**src/hw/rtl/bsmp_pkg.sv**
```systemverilog
// shared types, constants and helper functions for the skinning matrix palette
package bsmp_pkg;

	localparam int DEF_MAX_BONES = 512;
	localparam int IN_W          = 344;
	localparam int OUT_W         = 104;
	localparam int SLOT_W        = 4;

	// per-bone slots in the store: rotation 0..8, translation 9..11, rest 12..14
	localparam logic [SLOT_W-1:0] SLOT_TRANS = 4'd9;
	localparam logic [SLOT_W-1:0] SLOT_REST  = 4'd12;
	localparam logic [SLOT_W-1:0] SLOT_LAST  = 4'd14;
	localparam logic [SLOT_W-1:0] SLOT_END   = 4'd15;

	// product sequence end indices and the first matrix translation entry
	localparam logic [3:0] QUAT_LAST = 4'd8;
	localparam logic [3:0] MAT_TRANS = 4'd9;
	localparam logic [3:0] MAT_LAST  = 4'd11;
	localparam logic [3:0] COL3_LAST = 4'd2;
	localparam logic [1:0] TERM_LAST = 2'd2;
	localparam logic [3:0] COL_LAST  = 4'd3;

	localparam logic signed [39:0] ONE_Q30 = 40'sd1073741824;

	typedef enum logic [1:0] {
		OP_QUAT,
		OP_MAT,
		OP_COL3
	} op_t;

	typedef struct packed {
		logic       load;
		logic       mul_go;
		op_t        op;
		logic       rot;
		logic       rd_par;
		logic       local_step;
		logic       wr_en;
		logic [3:0] idx;
		logic [1:0] term;
	} cmd_t;

	typedef struct packed {
		logic root;
		logic store;
	} sts_t;

	function automatic logic signed [31:0] sat32(input logic signed [39:0] v);
		logic signed [31:0] res;
		if (v > 40'sd2147483647) begin
			res = 32'sh7fffffff;
		end else if (v < -40'sd2147483648) begin
			res = 32'sh80000000;
		end else begin
			res = v[31:0];
		end
		return res;
	endfunction

	function automatic logic [1:0] row_of(input logic [3:0] e);
		logic [1:0] res;
		case (e) inside
			4'd0, 4'd1, 4'd2, 4'd9:  res = 2'd0;
			4'd3, 4'd4, 4'd5, 4'd10: res = 2'd1;
			default:                 res = 2'd2;
		endcase
		return res;
	endfunction

	function automatic logic [1:0] col_of(input logic [3:0] e);
		logic [1:0] res;
		case (e) inside
			4'd0, 4'd3, 4'd6: res = 2'd0;
			4'd1, 4'd4, 4'd7: res = 2'd1;
			default:          res = 2'd2;
		endcase
		return res;
	endfunction

	function automatic logic [3:0] idx3(input logic [1:0] i, input logic [1:0] k);
		return 4'(i) * 4'd3 + 4'(k);
	endfunction

	// quaternion products xx yy zz xy xz yz wx wy wz, components x=0 y=1 z=2 w=3
	function automatic logic [1:0] quat_a(input logic [3:0] e);
		logic [1:0] res;
		case (e) inside
			4'd0, 4'd3, 4'd4: res = 2'd0;
			4'd1, 4'd5:       res = 2'd1;
			4'd2:             res = 2'd2;
			default:          res = 2'd3;
		endcase
		return res;
	endfunction

	function automatic logic [1:0] quat_b(input logic [3:0] e);
		logic [1:0] res;
		case (e) inside
			4'd0, 4'd6:       res = 2'd0;
			4'd1, 4'd3, 4'd7: res = 2'd1;
			default:          res = 2'd2;
		endcase
		return res;
	endfunction

endpackage

```
**src/hw/rtl/bsmp_ctrl.sv**
```systemverilog
// sequencer for the skinning matrix palette
module bsmp_ctrl import bsmp_pkg::*; (
	input  logic clk,
	input  logic arst_n,
	input  logic s_axis_tvalid,
	output logic s_axis_tready,
	output logic m_axis_tvalid,
	input  logic m_axis_tready,
	input  sts_t sts,
	output cmd_t cmd
);

	typedef enum logic [8:0] {
		S_IDLE  = 9'b000000001,
		S_QUAT  = 9'b000000010,
		S_ROT   = 9'b000000100,
		S_RDPAR = 9'b000001000,
		S_LOCAL = 9'b000010000,
		S_MAT   = 9'b000100000,
		S_COL3  = 9'b001000000,
		S_WRITE = 9'b010000000,
		S_OUT   = 9'b100000000
	} state_t;

	state_t     state_q;
	logic [3:0] e_q;
	logic [1:0] k_q;
	logic       drain_q;

	always_ff @(posedge clk or negedge arst_n) begin
		if (!arst_n) begin
			state_q <= S_IDLE;
			e_q     <= '0;
			k_q     <= '0;
			drain_q <= 1'b0;
		end else begin
			unique case (state_q)
				S_IDLE: begin
					e_q     <= '0;
					k_q     <= '0;
					drain_q <= 1'b0;
					if (s_axis_tvalid) begin
						state_q <= S_QUAT;
					end
				end
				S_QUAT: begin
					if (drain_q) begin
						drain_q <= 1'b0;
						e_q     <= '0;
						state_q <= S_ROT;
					end else if (e_q == QUAT_LAST) begin
						drain_q <= 1'b1;
					end else begin
						e_q <= e_q + 4'd1;
					end
				end
				S_ROT: begin
					state_q <= sts.root ? S_LOCAL : S_RDPAR;
				end
				S_RDPAR: begin
					if (e_q == SLOT_END) begin
						e_q     <= '0;
						state_q <= S_LOCAL;
					end else begin
						e_q <= e_q + 4'd1;
					end
				end
				S_LOCAL: begin
					state_q <= sts.root ? S_COL3 : S_MAT;
				end
				S_MAT, S_COL3: begin
					if (drain_q) begin
						drain_q <= 1'b0;
						e_q     <= '0;
						k_q     <= '0;
						if (state_q == S_MAT) begin
							state_q <= S_COL3;
						end else begin
							state_q <= sts.store ? S_WRITE : S_OUT;
						end
					end else if (k_q == TERM_LAST) begin
						k_q <= '0;
						if ((state_q == S_MAT && e_q == MAT_LAST) ||
						    (state_q == S_COL3 && e_q == COL3_LAST)) begin
							drain_q <= 1'b1;
						end else begin
							e_q <= e_q + 4'd1;
						end
					end else begin
						k_q <= k_q + 2'd1;
					end
				end
				S_WRITE: begin
					if (e_q == SLOT_LAST) begin
						e_q     <= '0;
						state_q <= S_OUT;
					end else begin
						e_q <= e_q + 4'd1;
					end
				end
				S_OUT: begin
					if (m_axis_tready) begin
						if (e_q == COL_LAST) begin
							e_q     <= '0;
							state_q <= S_IDLE;
						end else begin
							e_q <= e_q + 4'd1;
						end
					end
				end
				default: begin
					state_q <= S_IDLE;
				end
			endcase
		end
	end

	assign s_axis_tready = (state_q == S_IDLE);
	assign m_axis_tvalid = (state_q == S_OUT);

	always_comb begin
		cmd            = '0;
		cmd.load       = (state_q == S_IDLE) && s_axis_tvalid;
		cmd.mul_go     = (state_q == S_QUAT || state_q == S_MAT || state_q == S_COL3) &&
		                 !drain_q;
		cmd.op         = (state_q == S_QUAT) ? OP_QUAT :
		                 (state_q == S_MAT) ? OP_MAT : OP_COL3;
		cmd.rot        = (state_q == S_ROT);
		cmd.rd_par     = (state_q == S_RDPAR);
		cmd.local_step = (state_q == S_LOCAL);
		cmd.wr_en      = (state_q == S_WRITE);
		cmd.idx        = e_q;
		cmd.term       = k_q;
	end

endmodule

```
**config.mk**
```make
export PLATFORM = sky130hd
export DESIGN_NAME = bsmp_ctrl
export DESIGN_NICKNAME = d
export VERILOG_FILES = /design/src/hw/rtl/bsmp_pkg.sv /design/src/hw/rtl/bsmp_ctrl.sv
export SDC_FILE = /design/constraint.sdc
export NUM_CORES = 1
export LEC_CHECK = 0
export ABC_CLOCK_PERIOD_IN_PS = 2200
export BUFFER_PORTS_ARGS = -buffer_cell sky130_fd_sc_hd__clkbuf_2
export CORE_MARGIN = 5
export CORE_UTILIZATION = 45
export CTS_CLUSTER_DIAMETER = 150
export DETAILED_ROUTE_END_ITERATION = 8
export PLACE_DENSITY_LB_ADDON = 0.08
export SLEW_MARGIN = 0
export SYNTH_ARGS = -nofsm -noshare
export SYNTH_HDL_FRONTEND = slang
export SYNTH_SLANG_ARGS = --single-unit
```
**constraint.sdc**
```tcl
create_clock -name clk -period 2.2 [get_ports clk]
set_input_delay 0.44 -clock clk [delete_from_list [all_inputs] [get_ports clk]]
set_output_delay 0.44 -clock clk [all_outputs]
set_load 0.05 [all_outputs]
```
==> impl_results.md <==
- Status: finished with violations
- Violations in the final reports: setup timing
- Clock Skews: 0.00471 ns
- Clock transition time at the flip-flop clock pins of the worst setup and hold paths: between 0.1 and 0.15 ns
- Peak supply drop: between 800 and 900 uV
- Synth Area in Adders: just over 3%
- Area Growth Syn to Fin: 60.5%
- Overall die area: 3870 um2
- Destination of the worst register-to-register timing path: e_q[3]
- Leak: around 0.99 nW
- Maximum level of the CTS H-tree: 1
- CTS buffer count: 3
- Startpoint-to-endpoint class of the critical path: reg -> out
- I/O pin total: 22
- Sink count of the clock tree: 16
- Final hold slack: approximately 0.059 ns
- Primary FF master, synth: sky130_fd_sc_hd__dfrtp_1
- Total of buffers placed on input and output ports: 21
- Final hold vios: 0
- Placed wire-length estimate after detailed placement: between 2000 and 3000 um
- Register bit total from synthesis: 16
- Share of synthesized area spent on multiplexers: 0%
- Synthesized area per cell: roughly 8.6 um2
- Standard cell with the maximum stage delay on the critical path: sky130_fd_sc_hd__dfrtp_2
- EDFF count, synth: 0
- Setup repair after global routing missed its margin: true
- Placement-stage cell area: ~1500 um2
- FF-to-FF Start: state_q[5]
- Compound-Gate Fraction of Synth Area: ~18%
- Power per cell area: approximately 1100 nW/um2
- Synthesis warning total: 0
- Endpoint arrival time on the critical path: about 1.8 ns
- Vertical die dimension: around 62 um
- Nature of the critical path endpoint: output port
- Netlist area before placement: around 1200 um2
- Net count of the finished layout: 214
- Clock latency on the worst-skew pair: 0.30 ns
- FFs w/ async S/R, synth: 100%
- Vias in the first global route: between 1000 and 1500
- Design Area, Final: 1970 um2
- Worst-case register-to-register setup slack: -0.02 ns
- Total via count after detailed routing: 1410
- Final critical-path setup slack: -0.0849 ns
- Final estimated routing congestion in global placement: a little under 1
- Final worst-path cycle share: 104%
- R2R cell count: 7
- Type of element launching the critical path: flip-flop
- Hold WC Path Type: in -> async
- Maximum number of pins on one net before global-route repair: 17
- Endpoints failing setup: 8
- Antenna violations before repair: 0
- Remaining antenna violation count: 0
- Post-synthesis sequential area ratio: 32.8%
- Average via count per standard cell: about 6.0
- DRC violations left: 0
- Detailed-route wire length: approximately 4300 um
- Placeable core region: about 2700 um2
- Synth Area in XOR/XNOR: roughly 2.1%
- TritonCTS clock tree: done
- Synth Net Count: around 150
- CP cell instances: nor4_4, buf_4, nand4b_1, inv_2, and2_4, buf_12
- Final-report max-slew violation count: 0
- Number of antenna cells inserted: 0
- First-pass GRT wire length: roughly 6500 um
- Cells after Synth: about 140
- Detailed-routing iteration count for the pre-antenna-repair pass: 7
- Total negative setup slack: -0.323 ns
- Combinational family with the most area after synthesis: simple AND/OR/NAND/NOR gates
- Number of violations of the max-capacitance limit: 0
- DP Cell Count: approximately 200
- Worst slew margin: around 70%
- Minimum period implied by the final worst setup slack: between 2 and 2.5 ns
- Library cell used as clock root buffer: sky130_fd_sc_hd__clkbuf_4
- Fraction of final layout cells sized beyond drive strength 1: between 50% and 60%
- Routed WL per cell: between 15 and 20 um
- Number of buffers inserted by hold repair at cts: 0
- Max Clock Freq: 0.438 GHz
- Count of unique library cells instantiated by Yosys: 47
- Buffer levels on the longest clock path: 2
- Number of non-filler instances in the completed layout: approximately 240
- Iter 0 DRT Violations: 86
- Number of standard-cell rows in the floorplan: 19
- Chip Width: slightly above 60 um
- Simple-gate area share of the yosys netlist: between 30% and 40%
- Total overflow reported by the global router: 0
- Total power: about 2.2 mW
- Starting Density: 45.6%
- Endpoint required time on the critical path: ~1.8 ns
- Slew at the pin closest to its max-slew limit: between 0.4 and 0.5 ns
- Maximum fanout encountered on the critical timing path: 5
- Total global routing track utilization: 20.9%
- Critical path's largest stage delay: 0.45 ns
[sequential cells by signal, summed over array words and instances, names as in the netlist]
register and count:
e_q 4, drain_q 1, state_q 9, k_q 2
[final cells by class]
| class | instances | area (um2) |
|---|---|---|
| clock buffer | 4 | 36.3 |
| fill | 184 | 718 |
| inverter | 12 | 45.0 |
| multi-input combinational | 104 | 870 |
| sequential | 16 | 413 |
| tap | 31 | 38.8 |
| timing repair buffer | 68 | 566 |
[Yosys cell counts (3+ instances only)]
master,instances,area share (%)
sky130_fd_sc_hd__nand2_1,20,6.1
sky130_fd_sc_hd__dfrtp_1,15,31
sky130_fd_sc_hd__inv_1,12,3.7
sky130_fd_sc_hd__o21ai_0,6,2.4
sky130_fd_sc_hd__a21oi_1,5,2.0
sky130_fd_sc_hd__nor4_1,5,2.6
sky130_fd_sc_hd__nand3_1,4,1.6
sky130_fd_sc_hd__nand4_1,4,2.0
sky130_fd_sc_hd__nor2_1,4,1.2
sky130_fd_sc_hd__nor3b_1,4,2.4
sky130_fd_sc_hd__o21ai_1,4,1.6
sky130_fd_sc_hd__buf_2,3,1.2
sky130_fd_sc_hd__buf_6,3,2.8
sky130_fd_sc_hd__clkbuf_1,3,0.92
sky130_fd_sc_hd__ha_1,3,3.1
sky130_fd_sc_hd__nand4b_1,3,2.1
sky130_fd_sc_hd__nor3_1,3,1.2
[where the power goes]
group / switching, mW / internal [mW] / leakage, nW
clock: 0.109 / 0.101 / 0.0210
sequential: 0.102 / 0.352 / 0.204
combinational: 0.817 / 0.701 / 0.762
[cell families (layout without fill, tap and decap cells)]
logic type                 after synthesis  count (layout)
AOI/OAI and AO/OA                       32              32
xor gates and xnor gates                 3               3
adders and majority gates                3               3
buffers and inverters                   22              84
DFF                                     16              16
and+or+nand+nor                         66              66
[layout by cell type, fill, tap and decap left out, types with 4 or more instances in the layout]
master,instances
sky130_fd_sc_hd__dfrtp_2,9
sky130_fd_sc_hd__clkbuf_4,4
sky130_fd_sc_hd__inv_1,9
sky130_fd_sc_hd__nand3_1,4
sky130_fd_sc_hd__buf_4,44
sky130_fd_sc_hd__a21oi_1,4
sky130_fd_sc_hd__nand2_1,19
sky130_fd_sc_hd__buf_6,6
sky130_fd_sc_hd__nand4_1,4
sky130_fd_sc_hd__o21ai_1,5
sky130_fd_sc_hd__nor4_4,4
sky130_fd_sc_hd__o21ai_0,5
sky130_fd_sc_hd__dfrtp_1,6
sky130_fd_sc_hd__nor2_1,4
sky130_fd_sc_hd__clkbuf_2,11
[worst max-delay path by stage]
stage,from,to,slack (ns),depth (start not counted)
floorplan,state_q[8],cmd[11],-0.008,5
global placement,state_q[3],cmd[10],0.03,4
detailed placement,state_q[3],cmd[10],0.04,4
CTS,state_q[5],cmd[13],-0.05,6
global route,state_q[8],cmd[11],-0.15,5
finish,state_q[4],cmd[13],-0.08,6
[timing repair]
action,in CTS,in global routing
gates resized for setup,28,27
cloned,0,0
pin swaps,7,7
setup endpoints to repair,10,16
buffers inserted,18,12
endpoints found under the hold margin,0,0
[worst max-delay path, delay by kind of cell (launching register included)]
family	cells	cell delay [ns]
simple gates	3	0.69
flops	1	0.45
buf+inv	3	0.39
[layer usage]
layer	GRT usage (%)	wire length, um
met1	27.2	1780
met2	33.0	2160
met3	4.68	263
met4	8.40	116
met5	0	0
[per-stage QoR]
step | util, % | worst slack, ns
after floorplan | - | -0.00766
after global placement | 56.8 | 0.0267
after detailed placement | 56.8 | 0.0424
after CTS | 67.2 | -0.0477
after global routing | 73.3 | -0.153
final | 73.3 | -0.0849
(Power assumes the default switching activity.)
